### src/bayer_bilinear_demosaic_color_macros.svh
// Assertion macros for the Bayer demosaic block.
`ifndef BAYER_BILINEAR_DEMOSAIC_COLOR_MACROS_SVH
`define BAYER_BILINEAR_DEMOSAIC_COLOR_MACROS_SVH

// Same-cycle implication, reset disables the check.
`define BBD_ASSERT_NOW(label, ante, cons, msg) \
    label: assert property (@(posedge clk) disable iff (!rst_n) (ante) |-> (cons)) \
        else $error(msg);

// Next-cycle implication, reset disables the check.
`define BBD_ASSERT_NEXT(label, ante, cons, msg) \
    label: assert property (@(posedge clk) disable iff (!rst_n) (ante) |=> (cons)) \
        else $error(msg);

`endif

### src/bbd_pkg.sv
// ----------------------------------------------------------------------------
// bbd_pkg
// Shared types, register indexes and the CFA color table for the demosaic.
// ----------------------------------------------------------------------------
`default_nettype none

package bbd_pkg;

    localparam logic [2:0] REG_FRAME_SIZE  = 3'd0;
    localparam logic [2:0] REG_CFA_PHASE   = 3'd1;
    localparam logic [2:0] REG_BLACK_LEVEL = 3'd2;
    localparam logic [2:0] REG_RANGE_RECIP = 3'd3;
    localparam logic [2:0] REG_WB_GAINS    = 3'd4;
    localparam logic [2:0] REG_MATRIX_R    = 3'd5;
    localparam logic [2:0] REG_MATRIX_G    = 3'd6;
    localparam logic [2:0] REG_MATRIX_B    = 3'd7;

    localparam logic [1:0] COL_RED   = 2'd0;
    localparam logic [1:0] COL_GREEN = 2'd1;
    localparam logic [1:0] COL_BLUE  = 2'd2;

    // index: {phase, y parity, x parity}
    localparam logic [1:0] CFA_TAB [16] = '{
        COL_RED,   COL_GREEN, COL_GREEN, COL_BLUE,
        COL_GREEN, COL_RED,   COL_BLUE,  COL_GREEN,
        COL_GREEN, COL_BLUE,  COL_RED,   COL_GREEN,
        COL_BLUE,  COL_GREEN, COL_GREEN, COL_RED
    };

    localparam int BAL_BITS = 20;
    localparam int COR_BITS = 21;

    typedef struct packed {
        logic [31:0] frame_size;
        logic [1:0]  cfa_phase;
        logic [15:0] black_level;
        logic [31:0] range_recip;
        logic [47:0] wb_gains;
        logic [47:0] matrix_r;
        logic [47:0] matrix_g;
        logic [47:0] matrix_b;
    } cfg_t;

    typedef struct packed {
        logic       accept;
        logic       norm;
        logic       win;
        logic       rgb;
        logic       bal;
        logic       mat;
        logic [1:0] emit;
        logic [1:0] row;
        logic [1:0] k;
    } cmd_t;

    typedef struct packed {
        logic [3:0] emit_mask;
    } status_t;

endpackage

`default_nettype wire

### src/bbd_regs.sv
// ----------------------------------------------------------------------------
// bbd_regs
// Configuration register file, written through the index/data channel.
// ----------------------------------------------------------------------------
`default_nettype none

module bbd_regs
    import bbd_pkg::*;
(
    input  wire logic        clk,
    input  wire logic        rst_n,
    input  wire logic        cfg_valid,
    output logic             cfg_ready,
    input  wire logic [2:0]  cfg_index,
    input  wire logic [47:0] cfg_data,
    output cfg_t             cfg
);

    cfg_t cfg_reg;

    assign cfg_ready = 1'b1;
    assign cfg       = cfg_reg;

    always_ff @(posedge clk or negedge rst_n)
    begin
        if (!rst_n)
        begin
            cfg_reg.frame_size  <= 32'd0;
            cfg_reg.cfa_phase   <= 2'd0;
            cfg_reg.black_level <= 16'd0;
            cfg_reg.range_recip <= 32'd65536;
            cfg_reg.wb_gains    <= 48'd17592454483968;
            cfg_reg.matrix_r    <= 48'd4096;
            cfg_reg.matrix_g    <= 48'd268435456;
            cfg_reg.matrix_b    <= 48'd17592186044416;
        end
        else if (cfg_valid)
        begin
            case (cfg_index)
                REG_FRAME_SIZE:  cfg_reg.frame_size  <= cfg_data[31:0];
                REG_CFA_PHASE:   cfg_reg.cfa_phase   <= cfg_data[1:0];
                REG_BLACK_LEVEL: cfg_reg.black_level <= cfg_data[15:0];
                REG_RANGE_RECIP: cfg_reg.range_recip <= cfg_data[31:0];
                REG_WB_GAINS:    cfg_reg.wb_gains    <= cfg_data;
                REG_MATRIX_R:    cfg_reg.matrix_r    <= cfg_data;
                REG_MATRIX_G:    cfg_reg.matrix_g    <= cfg_data;
                REG_MATRIX_B:    cfg_reg.matrix_b    <= cfg_data;
                default:         cfg_reg.frame_size  <= cfg_reg.frame_size;
            endcase
        end
    end

endmodule

`default_nettype wire

### config.mk
export PLATFORM = sky130hd
export DESIGN_NAME = bbd_regs
export DESIGN_NICKNAME = d
export VERILOG_FILES = /design/src/bayer_bilinear_demosaic_color_macros.svh /design/src/bbd_pkg.sv /design/src/bbd_regs.sv
export SDC_FILE = /design/constraint.sdc
export NUM_CORES = 1
export LEC_CHECK = 0
export BUFFER_PORTS_ARGS = -buffer_cell sky130_fd_sc_hd__buf_2
export CORE_MARGIN = 4
export CORE_UTILIZATION = 45
export DETAILED_ROUTE_END_ITERATION = 16
export PLACE_DENSITY = 0.76
export SETUP_SLACK_MARGIN = 0.5
export SKIP_CTS_REPAIR_TIMING = 1
export SYNTH_ARGS = -nofsm -noshare
export SYNTH_HDL_FRONTEND = slang
export SYNTH_SLANG_ARGS = --single-unit
### constraint.sdc
create_clock -name clk -period 2.3 [get_ports clk]
set_input_delay 0.23 -clock clk [delete_from_list [all_inputs] [get_ports clk]]
set_output_delay 0.23 -clock clk [all_outputs]
set_load 0.01 [all_outputs]
-- Yosys cells after proc, flatten, opt, wreduce, memory -nomap -nowiden
Index checks and enable logic that the tools add are counted.
- register bits after elaboration: 274
- output and inout bits: 275
- logic and storage cells: 24
- equality and inequality tests: 7
- reduce and logical (&&, ||, !) cells: 9
- operator list (kind ; count):
    $reduce_and A2 Y1 ; 8
    $eq A3 B3 Y1 const B ; 4
    $eq A3 B2 Y1 const B ; 2
    $eq A3 B1 Y1 const B ; 1
    $logic_not A3 Y1 ; 1

-- Logic depth before layout (Yosys ltp)
- depth in word-level cells: 2
- mapped depth: 5
- gate-level depth less buffers: 2

-- Worst setup path after synthesis
Ideal clock, no wire load.
- path type: input to register
- from: in cfg_index[0]
- to: reg cfg_reg, in the netlist cfg[247]
- library setup time: 0.125 ns
- arrival time: 1.309 ns
- required time: 2.175 ns
- slack: 0.866 ns
- cell stages on the path: 4
- path buffers: 2
- cell sequence: buf_2 nor4b_4 buf_6 mux2_2
- longest elaborated chain between the ends: 2
- ends and longest elaborated chain (element ; RTL line ; source):
    start, declared ; bbd_regs.sv:14 ; input wire logic [2:0] cfg_index,
    $logic_not A3 Y1 ; bbd_regs.sv:39 ; case (cfg_index)
    $reduce_and A2 Y1 (no line) ; n/a ;
    end, declared ; bbd_regs.sv:19 ; cfg_t cfg_reg;
No other way between the ends.
A chain may end at the register's enable or synchronous reset.

-- Worst setup path in the final report
- from: reg cfg_reg, in the netlist cfg[76]
- to: out cfg[76] (netlist bit)
- RTL lines (element ; RTL line ; source):
    end, declared ; bbd_regs.sv:16 ; output cfg_t cfg
No word-level cell between the ends.

==> results.sh <==
export IMPL_finalHoldViolCount=0
export IMPL_slowest_stage="dfstp_2"
export IMPL_synth_distinct_cells=12
export IMPL_synth_edf_count=0
export IMPL_fmax_mhz=704
export IMPL_fin_ws_ps=879
export IMPL_synth_cell_area_um2=10300
export IMPL_synth_common_cells="mux2_2 (270), dfrtp_1 (267), buf_2 (16)"
export IMPL_worstMarginPinSlew_ps=569
export IMPL_yosys_area_top_type="dfrtp_1"
export IMPL_ios=329
export IMPL_synth_area_leaders="dfrtp_1 (65%), mux2_2 (30%), dfstp_2 (1.8%)"
export IMPL_hpwlAfterDp_um=17900
export IMPL_overflow=0
export IMPL_rsz0062_at_grt="false"
export IMPL_die_y_um=159
export IMPL_max_stage_delay_ps=530
export IMPL_hp_class="input port to flip-flop"
export IMPL_synth_seq_area_share_pct=66.7
export IMPL_worstPathArrival_ps=1190
export IMPL_period_minus_slack_ps=1420
export IMPL_synth_mux_area_share_pct=30.0
export IMPL_post_place_ws_ps=661
export IMPL_maxCapViolCount=0
export IMPL_min_to="cfg[79]"
export IMPL_status="completed"
export IMPL_yosysMostFrequentCell="mux2_2"
export IMPL_grt_pass1_vias=6962
export IMPL_reg2reg_to="cfg[78]"
export IMPL_synth_net_count=642
export IMPL_ctsHtreeMaxLevel=1
export IMPL_rows=55
export IMPL_clkLatencyLatePin_ps=520
export IMPL_hold_start="cfg_data[31]"
export IMPL_diodes=0
export IMPL_fin_crit_sh_pct=61.8
export IMPL_critPathLaunchType="flip-flop"
export IMPL_path_clk_slew_ps=60
export IMPL_r2r_start="cfg[78]"
export IMPL_rr_worst_depth=1
export IMPL_synthXorXnorAreaFrac_pct=0
export IMPL_clock_path_buffers=3
export IMPL_die_width_um=159
export IMPL_setup_violations=0
export IMPL_peakVddDrop_mv=0.730
export IMPL_io_buffers=327
export IMPL_synth_top_area_share_pct=64.9
export IMPL_grt_usage_pct=19.9
export IMPL_async_flop_share_pct=100
export IMPL_cts_tree="done"
export IMPL_start_util_pct=45.6
export IMPL_drt_iter0_drc=259
export IMPL_cts_sinks=274
export IMPL_finClkSkew_ps=0
export IMPL_drv_slew=0
export IMPL_worstSetupEndpointType="output port"
export IMPL_leakagePower_nw=6.43
export IMPL_tns_ps=0
export IMPL_syn_inst=588
export IMPL_holdPathStages=2
export IMPL_r2r_slack_ps=1500
export IMPL_synth_compound_area_share_pct=0
export IMPL_yosysWarnings=0
export IMPL_nets=1001
export IMPL_ys_seq_elements=274
export IMPL_cts_root_buf="clkbuf_16"
export IMPL_crit_buf_inv=1
export IMPL_cp_max_fo=2
export IMPL_slew_headroom_pct=62.0
export IMPL_crit_chain="buf_2"
export IMPL_syn_area_per_cell_um2=17.5
export IMPL_drc=0
export IMPL_synth_top_family_by_area="multiplexers"
export IMPL_p_per_area_nw_per_um2=1050
export IMPL_viasPerCell=5.10
export IMPL_wire_per_inst_um=20.4
export IMPL_synth_fa_ha_area_share_pct=0
export IMPL_dr_pass1_iters=4
export IMPL_grt_pass1_wl_um=40800
export IMPL_required_ps=2070
export IMPL_core_area_um2=22600
export IMPL_area_growth_pct=28.9
export IMPL_crit_type="flip-flop to output port"
export IMPL_drive_gt1_share_pct=69.3
export IMPL_wirelength_um=25600
export IMPL_largest_reg_flops=274
export IMPL_critPathTopFamily="flip-flops"
export IMPL_cts_made_buffers=28
export IMPL_dr_total_vias=6387
export IMPL_place_congestion=0.750
export IMPL_die_area_um2=25400
export IMPL_synth_main_ff_cell="dfrtp_1"
export IMPL_synth_simple_area_share_pct=0.912
export IMPL_grt_max_degree=69
export IMPL_ant_nets=0
export IMPL_antenna_found_initial=2
## report_power, final
group | leakage, nW | internal (mW) | switching, mW
Combinational | 2.71 | 1.57 | 1.57
Sequential | 3.28 | 5.90 | 0.526
Clock | 0.444 | 2.57 | 1.80
Total | 6.43 | 10.0 | 3.90
## layer usage
layer	vias up	track usage, %	share of wire (%)
li1	2814	-	-
met1	3281	25.5	41
met2	250	33.4	48
met3	38	6.73	8.3
met4	4	4.10	1.6
met5	-	0	0.13
## cell families (layout without fill, tap and decap cells)
| logic type | count (synthesis) | in the layout |
|---|---|---|
| other | 1 | 1 |
| buffers and inverters | 31 | 410 |
| DFF | 274 | 274 |
| muxes | 274 | 274 |
| and+or+nand+nor | 8 | 8 |
## stage by stage
| step | util (%) | cell area (µm²) | power [mW] | instances | hold slack [ps] |
|---|---|---|---|---|---|
| finish | 58.8 | 13300 | 13.9 | 1252 | 2.86 |
| global route | 58.8 | 13300 | 14.6 | 1252 | -1.80 |
| CTS | 58.2 | 13100 | 14.1 | 1238 | -355 |
| detailed placement | 54.2 | 12200 | 9.67 | 1188 | 227 |
| global placement | 54.2 | 12200 | 9.54 | 1188 | 229 |
| floorplan | - | 10300 | 8.00 | 588 | -65.6 |
## area by class of cell
class / count / area [µm²]
fill: 1743 / 9300
tap: 285 / 357
multi-input combinational: 283 / 3180
clock buffer: 41 / 821
sequential: 274 / 6870
timing repair buffer: 360 / 1970
clock inverter: 9 / 76.3
## cell usage in the layout, fill, tap and decap left out
cell / count
and4bb_2: 3
buf_2: 326
clkbuf_16: 29
mux2_2: 270
buf_8: 1
nand4_1: 1
mux2_1: 4
clkinvlp_4: 1
nand4b_1: 3
buf_12: 3
dfstp_2: 7
nor4b_4: 1
clkinv_2: 6
buf_4: 16
inv_6: 1
clkbuf_8: 5
dfrtp_1: 267
dlygate4sd3_1: 14
bufinv_16: 1
conb_1: 1
clkbuf_1: 7
## worst max-delay path by stage
stage | start | to | slack (ps) | depth (start not counted)
floorplan | cfg_index[0] | cfg[247] | 870 | 4
global placement | cfg_index[1] | cfg[177] | 710 | 4
detailed placement | cfg_index[2] | cfg[230] | 660 | 3
CTS | cfg[76] | cfg[76] | 830 | 1
global route | cfg[172] | cfg[172] | 820 | 1
finish | cfg[76] | cfg[76] | 880 | 1
Power figures use the tool's default switching activity.
