`src/bayer_bilinear_demosaic_color_macros.svh`:
```
// Assertion macros for the Bayer demosaic block.
`ifndef BAYER_BILINEAR_DEMOSAIC_COLOR_MACROS_SVH
`define BAYER_BILINEAR_DEMOSAIC_COLOR_MACROS_SVH

// Same-cycle implication, reset disables the check.
`define BBD_ASSERT_NOW(label, ante, cons, msg) \
    label: assert property (@(posedge clk) disable iff (!rst_n) (ante) |-> (cons)) \
        else $error(msg);

// Next-cycle implication, reset disables the check.
`define BBD_ASSERT_NEXT(label, ante, cons, msg) \
    label: assert property (@(posedge clk) disable iff (!rst_n) (ante) |=> (cons)) \
        else $error(msg);

`endif

```
`src/bbd_pkg.sv`:
```
// ----------------------------------------------------------------------------
// bbd_pkg
// Shared types, register indexes and the CFA color table for the demosaic.
// ----------------------------------------------------------------------------
`default_nettype none

package bbd_pkg;

    localparam logic [2:0] REG_FRAME_SIZE  = 3'd0;
    localparam logic [2:0] REG_CFA_PHASE   = 3'd1;
    localparam logic [2:0] REG_BLACK_LEVEL = 3'd2;
    localparam logic [2:0] REG_RANGE_RECIP = 3'd3;
    localparam logic [2:0] REG_WB_GAINS    = 3'd4;
    localparam logic [2:0] REG_MATRIX_R    = 3'd5;
    localparam logic [2:0] REG_MATRIX_G    = 3'd6;
    localparam logic [2:0] REG_MATRIX_B    = 3'd7;

    localparam logic [1:0] COL_RED   = 2'd0;
    localparam logic [1:0] COL_GREEN = 2'd1;
    localparam logic [1:0] COL_BLUE  = 2'd2;

    // index: {phase, y parity, x parity}
    localparam logic [1:0] CFA_TAB [16] = '{
        COL_RED,   COL_GREEN, COL_GREEN, COL_BLUE,
        COL_GREEN, COL_RED,   COL_BLUE,  COL_GREEN,
        COL_GREEN, COL_BLUE,  COL_RED,   COL_GREEN,
        COL_BLUE,  COL_GREEN, COL_GREEN, COL_RED
    };

    localparam int BAL_BITS = 20;
    localparam int COR_BITS = 21;

    typedef struct packed {
        logic [31:0] frame_size;
        logic [1:0]  cfa_phase;
        logic [15:0] black_level;
        logic [31:0] range_recip;
        logic [47:0] wb_gains;
        logic [47:0] matrix_r;
        logic [47:0] matrix_g;
        logic [47:0] matrix_b;
    } cfg_t;

    typedef struct packed {
        logic       accept;
        logic       norm;
        logic       win;
        logic       rgb;
        logic       bal;
        logic       mat;
        logic [1:0] emit;
        logic [1:0] row;
        logic [1:0] k;
    } cmd_t;

    typedef struct packed {
        logic [3:0] emit_mask;
    } status_t;

endpackage

`default_nettype wire

```
`src/bbd_ctrl.sv`:
```
// ----------------------------------------------------------------------------
// bbd_ctrl
// Sequencer: takes one word, runs the window update, then each pending pixel.
// ----------------------------------------------------------------------------
`default_nettype none

`include "bayer_bilinear_demosaic_color_macros.svh"

module bbd_ctrl
    import bbd_pkg::*;
(
    input  wire logic    clk,
    input  wire logic    rst_n,
    input  wire logic    in_valid,
    output logic         in_ready,
    output logic         out_valid,
    input  wire logic    out_ready,
    input  wire status_t status,
    output cmd_t         cmd
);

    typedef enum logic [7:0] {
        ST_IDLE = 8'b0000_0001,
        ST_NORM = 8'b0000_0010,
        ST_WIN  = 8'b0000_0100,
        ST_SEL  = 8'b0000_1000,
        ST_RGB  = 8'b0001_0000,
        ST_BAL  = 8'b0010_0000,
        ST_MAT  = 8'b0100_0000,
        ST_OUT  = 8'b1000_0000
    } state_t;

    state_t      state_reg, state_next;
    logic [3:0]  mask_reg, mask_next;
    logic [1:0]  e_reg, e_next;
    logic [1:0]  r_reg, r_next;
    logic [1:0]  k_reg, k_next;

    assign in_ready  = (state_reg == ST_IDLE);
    assign out_valid = (state_reg == ST_OUT);

    always_comb
    begin
        state_next = state_reg;
        mask_next  = mask_reg;
        e_next     = e_reg;
        r_next     = r_reg;
        k_next     = k_reg;
        case (state_reg)
            ST_IDLE:
                if (in_valid)
                    state_next = ST_NORM;
            ST_NORM:
                state_next = ST_WIN;
            ST_WIN:
            begin
                mask_next  = status.emit_mask;
                e_next     = 2'd0;
                state_next = ST_SEL;
            end
            ST_SEL:
                if (mask_reg[e_reg])
                begin
                    state_next = ST_RGB;
                end
                else if (e_reg == 2'd3)
                begin
                    state_next = ST_IDLE;
                end
                else
                begin
                    e_next = e_reg + 2'd1;
                end
            ST_RGB:
            begin
                k_next     = 2'd0;
                state_next = ST_BAL;
            end
            ST_BAL:
                if (k_reg == 2'd2)
                begin
                    k_next     = 2'd0;
                    r_next     = 2'd0;
                    state_next = ST_MAT;
                end
                else
                begin
                    k_next = k_reg + 2'd1;
                end
            ST_MAT:
                if (k_reg == 2'd2)
                begin
                    k_next = 2'd0;
                    if (r_reg == 2'd2)
                        state_next = ST_OUT;
                    else
                        r_next = r_reg + 2'd1;
                end
                else
                begin
                    k_next = k_reg + 2'd1;
                end
            ST_OUT:
                if (out_ready)
                begin
                    if (e_reg == 2'd3)
                    begin
                        state_next = ST_IDLE;
                    end
                    else
                    begin
                        e_next     = e_reg + 2'd1;
                        state_next = ST_SEL;
                    end
                end
            default:
                state_next = ST_IDLE;
        endcase
    end

    always_ff @(posedge clk or negedge rst_n)
    begin
        if (!rst_n)
        begin
            state_reg <= ST_IDLE;
            mask_reg  <= 4'd0;
            e_reg     <= 2'd0;
            r_reg     <= 2'd0;
            k_reg     <= 2'd0;
        end
        else
        begin
            state_reg <= state_next;
            mask_reg  <= mask_next;
            e_reg     <= e_next;
            r_reg     <= r_next;
            k_reg     <= k_next;
        end
    end

    always_comb
    begin
        cmd.accept = (state_reg == ST_IDLE) && in_valid;
        cmd.norm   = (state_reg == ST_NORM);
        cmd.win    = (state_reg == ST_WIN);
        cmd.rgb    = (state_reg == ST_RGB);
        cmd.bal    = (state_reg == ST_BAL);
        cmd.mat    = (state_reg == ST_MAT);
        cmd.emit   = e_reg;
        cmd.row    = r_reg;
        cmd.k      = k_reg;
    end

    `BBD_ASSERT_NOW(a_no_overlap, in_ready, !out_valid, "input taken while a pixel is pending")
    `BBD_ASSERT_NOW(a_out_pending, out_valid, mask_reg[e_reg], "pixel shown that was not scheduled")
    `BBD_ASSERT_NEXT(a_accept_norm, in_valid && in_ready, state_reg == ST_NORM, "accept did not start normalize")

endmodule

`default_nettype wire

```
`config.mk`:
```
export PLATFORM = sky130hd
export DESIGN_NAME = bbd_ctrl
export DESIGN_NICKNAME = d
export VERILOG_FILES = /design/src/bbd_pkg.sv /design/src/bbd_ctrl.sv
export VERILOG_INCLUDE_DIRS = /design/src /design/src/src
export SDC_FILE = /design/constraint.sdc
export NUM_CORES = 1
export LEC_CHECK = 0
export BUFFER_PORTS_ARGS = -buffer_cell sky130_fd_sc_hd__buf_2
export CAP_MARGIN = 10
export CORE_UTILIZATION = 50
export CTS_CLUSTER_DIAMETER = 150
export DETAILED_ROUTE_END_ITERATION = 10
export MAX_ROUTING_LAYER = met4
export PLACE_DENSITY = 0.72
export SETUP_SLACK_MARGIN = 0.02
export SKIP_CTS_REPAIR_TIMING = 1
export SLEW_MARGIN = 25
export SYNTH_ARGS = -nofsm -noshare
export SYNTH_HDL_FRONTEND = slang
export SYNTH_SLANG_ARGS = --single-unit
```
`constraint.sdc`:
```
create_clock -name clk -period 2.92 [get_ports clk]
set_clock_uncertainty 0.2 [all_clocks]
set_input_delay 0.146 -clock clk [delete_from_list [all_inputs] [get_ports clk]]
set_output_delay 0.146 -clock clk [all_outputs]
set_load 0.05 [all_outputs]
```
# Word level (Yosys, flattened, before mapping)
# Index checks and enable logic that the tools add are counted.
[word_totals]
out_inout_bits = 14
in_bits = 8
reg_bits = 18
[op_classes]
reduce_logical = 8
eq_ne = 19
magnitude_cmp = 1
n_addsub = 3
mux = 21
[op_table]
columns = ["cell", "count"]
rows = [
  ["$pmux W8 S8", 1],
  ["$mux W8", 7],
  ["$mux W2", 7],
  ["$eq A8 B1 Y1 const B", 1],
  ["$eq A8 B2 Y1 const B", 1],
  ["$eq A8 B3 Y1 const B", 1],
  ["$eq A8 B4 Y1 const B", 1],
  ["$eq A8 B5 Y1 const B", 1],
  ["$eq A8 B6 Y1 const B", 1],
  ["$eq A8 B7 Y1 const B", 1],
  ["$eq A8 B8 Y1 const B", 1],
  ["$ne A2 B1 Y1 const B", 4],
  ["$pmux W2 S2", 2],
  ["$add A2 B1 Y2 const B", 3],
  ["$eq A2 B2 Y1 const B", 3],
  ["$ne A2 B2 Y1 const B", 3],
  ["$pmux W2 S3", 1],
  ["$reduce_and A6 Y1", 1],
  ["$mux W4", 1],
  ["$reduce_and A4 Y1", 1],
  ["$reduce_bool A2 Y1", 2],
  ["$lt A2 B3 Y1 const B", 1],
  ["$ne A3 B3 Y1 const B", 1],
  ["$reduce_and A3 Y1", 1],
  ["5 further kinds", 5],
]

# Depth between registers and ports, before layout
[logic_depth]
ltp_word = 4
mapped_depth = 8
depth_no_buf = 6

# Worst setup path after synthesis
# Ideal clock, no wire load.
[synth_path]
path_type = "register -> register"
start = "reg state_reg[0]"
end = "reg state_reg[5]"
path_stages_with_launch = 7
setup_slack_ns = -0.474
setup_time_ns = 0.080
period_less_slack_ns = 3.394
t_arrival_ns = 3.115
cell_sequence = "dfstp_2 > buf_6 > or3_4 > or2_1 > buf_6 > nor4b_1 > o21bai_1"
[synth_lines]
columns = ["item", "line_no", "source"]
rows = [
  ["start, declared", "bbd_ctrl.sv:33", "state_t state_reg, state_next;"],
  ["start signal, assigned", "bbd_ctrl.sv:133", "state_reg <= state_next;"],
]

==> results.ini <==
[detailed_routing]
routedWlPerCell_um=15.3
dr.pass1.iters=4
routed_wl_um=3000
route.detailed.drc=0
viasPerCell=6.06
antenna_left=0
first_iter_violations=41
vias=1187

[hold_path]
min_path_type=input pin to async pin

[critical_path]
worstSetupPathType=flop to output port
worst-path-max-fanout=12
cp-end-kind=output port
start_kind=flop
cp_data_arrival_time_ns=2.31
worstPathRequired_ns=2.57

[timing]
clock.fmax_mhz=376
tightest_slew_ns=0.544
fin_crit_sh_pct=91.0
max_slew_margin_pct=63.5
drv_slew=0
setup_violations=0
tns_ns=0
hold_violations=0
setup_slack_ns=0.263
rsz0062_at_grt=false
fin_crit_ns=2.66

[placement]
gp_congestion=0.804
dp_slack_ns=0.610
placed_cells=185
postPlaceCellArea_um2=1400
numPortBuffers=21
hpwl_um=2070

[floorplan]
initial_core_util_pct=52.7
rows=18
design.die.area_um2=2790
core-area_um2=2450
io_pins=22
die_w_um=52.9
die_h_um=52.9

[global_route]
grt_util_all_layers_pct=23.4
grt_pass1_vias=1017
grt_pass1_wl_um=4640
antenna_found_initial=0
grt_max_degree=19
grt-ovfl-total=0

[synth]
synth-seq-area-share_pct=34.9
synth.distinct_cells=54
async_flop_share_pct=100
synthesis.nets=152
netlist_area_um2=1290
ys.flop_type=dfrtp_1
syn_area_per_cell_um2=9.11
synth-seq-cells=18
synth_warnings=0
synth_cells=142
synth-edff-count=0

[pwr]
powerDensity_nw_per_um2=837
peakVddDrop_v=0.000823
p_leak_nw=0.695

[finish]
largest_reg_flops=8
fin_util_pct=60.8
layoutNonFillerInstCount=196
diodes=0
fillCellCount=221
nets=177
stdcell_area_um2=1490
final_cell_mix=21 x buf_2, 17 x nand2_1, 17 x dfrtp_1
layout-drive-gt1-share_pct=24.1
mostFrequentLayoutCell=buf_2
area_delta_synth_final_pct=15.4

[clocking]
clkSlewWorstSetupHoldPaths_ns=0.11
worstSkewPairLatency_ns=0.30
cts_buffer_depth=2
cts_tree=yes
numCtsBuffers=3
htreeDepth=1
clkSinkCount=18
cts-root-buf=clkbuf_4

[status]
status=completed

[job]
max_cap_viol_count=0

==> kinds of logic after synthesis <==
group           synth area share, %
simple gates                   32.6
compound gates                 17.1
flops                          34.9
buf+inv                        5.71
xor+xnor                       2.71
mux                            4.26
fa+ha+maj                      2.71
==> final cells by class <==
type	instances	area [um^2]	share of cell area [%]
Timing Repair Buffer	28	175	11.7
Multi-Input combinational cell	109	774	51.9
Inverter	7	27.5	1.84
Tap cell	30	37.5	2.51
Clock buffer	4	26.3	1.76
Sequential cell	18	452	30.3
==> layer usage <==
layer	global-route usage, %	vias to the layer above	wire (um)
li1	-	580	-
met1	31.0	576	1400
met2	35.0	25	1460
met3	3.74	6	84
met4	10.1	0	53
met5	-	-	0
==> path summary, 6_finish.rpt <==
check	startpoint	slack, ns	cells after the start	endpoint
worst max-delay path	state_reg[7]	0.26	5	cmd[7]
worst min-delay path	rst_n	0.11	2	state_reg[7]
worst max register to register	state_reg[7]	0.66	6	r_reg[1]
worst min register to register	mask_reg[2]	0.30	2	mask_reg[2]
max in group asynchronous	rst_n	2.07	2	state_reg[0]
min in group clk	mask_reg[2]	0.30	2	mask_reg[2]
==> cells in the mapped netlist (2+ instances only) <==
cell type   n  share of area [%]
dfrtp_1    17                 33
nand2_1    17                4.9
inv_1       6                1.7
nor2_1      6                1.7
and2_1      5                2.4
clkbuf_1    5                1.5
nand3_1     5                1.9
o21ai_0     5                1.9
nor3_1      4                1.5
and3_1      3                1.5
and4b_1     3                2.3
nor2b_1     3                1.5
nor3b_1     3                1.7
or3_1       3                1.5
a2111oi_0   2                1.4
a21oi_1     2               0.77
a31o_2      2                1.4
buf_6       2                1.7
ha_1        2                1.9
mux2_2      2                1.7
nand2b_1    2               0.97
nand4b_1    2                1.4
nor4_1      2               0.97
o211ai_1    2                1.2
o221ai_1    2                1.4
o41ai_1     2                1.4
or3_4       2                1.7
or3b_2      2                1.4
or4_1       2                1.2
xnor2_1     2                1.4
xor2_1      2                1.4
==> metrics by stage <==
step / power, mW / hold slack, ns
after floorplan: 0.994 / -0.350
after global placement: 1.08 / -0.0947
after detailed placement: 1.11 / -0.0909
after CTS: 1.24 / -0.424
after global routing: 1.33 / 0.136
final: 1.25 / 0.105
==> critical path, cell delays in order, from the launching register on <==
cell and delay [ns]:
dfrtp_1 0.51, or3_4 0.45, or2_1 0.31, or3_4 0.41
clkinv_2 0.06, buf_2 0.25
==> report_power, final <==
part / internal (mW) / switching [mW] / total (mW)
clock: 0.0532 / 0.0804 / 0.134
combinational: 0.273 / 0.405 / 0.678
sequential: 0.324 / 0.114 / 0.438
Power figures use the tool's default switching activity.
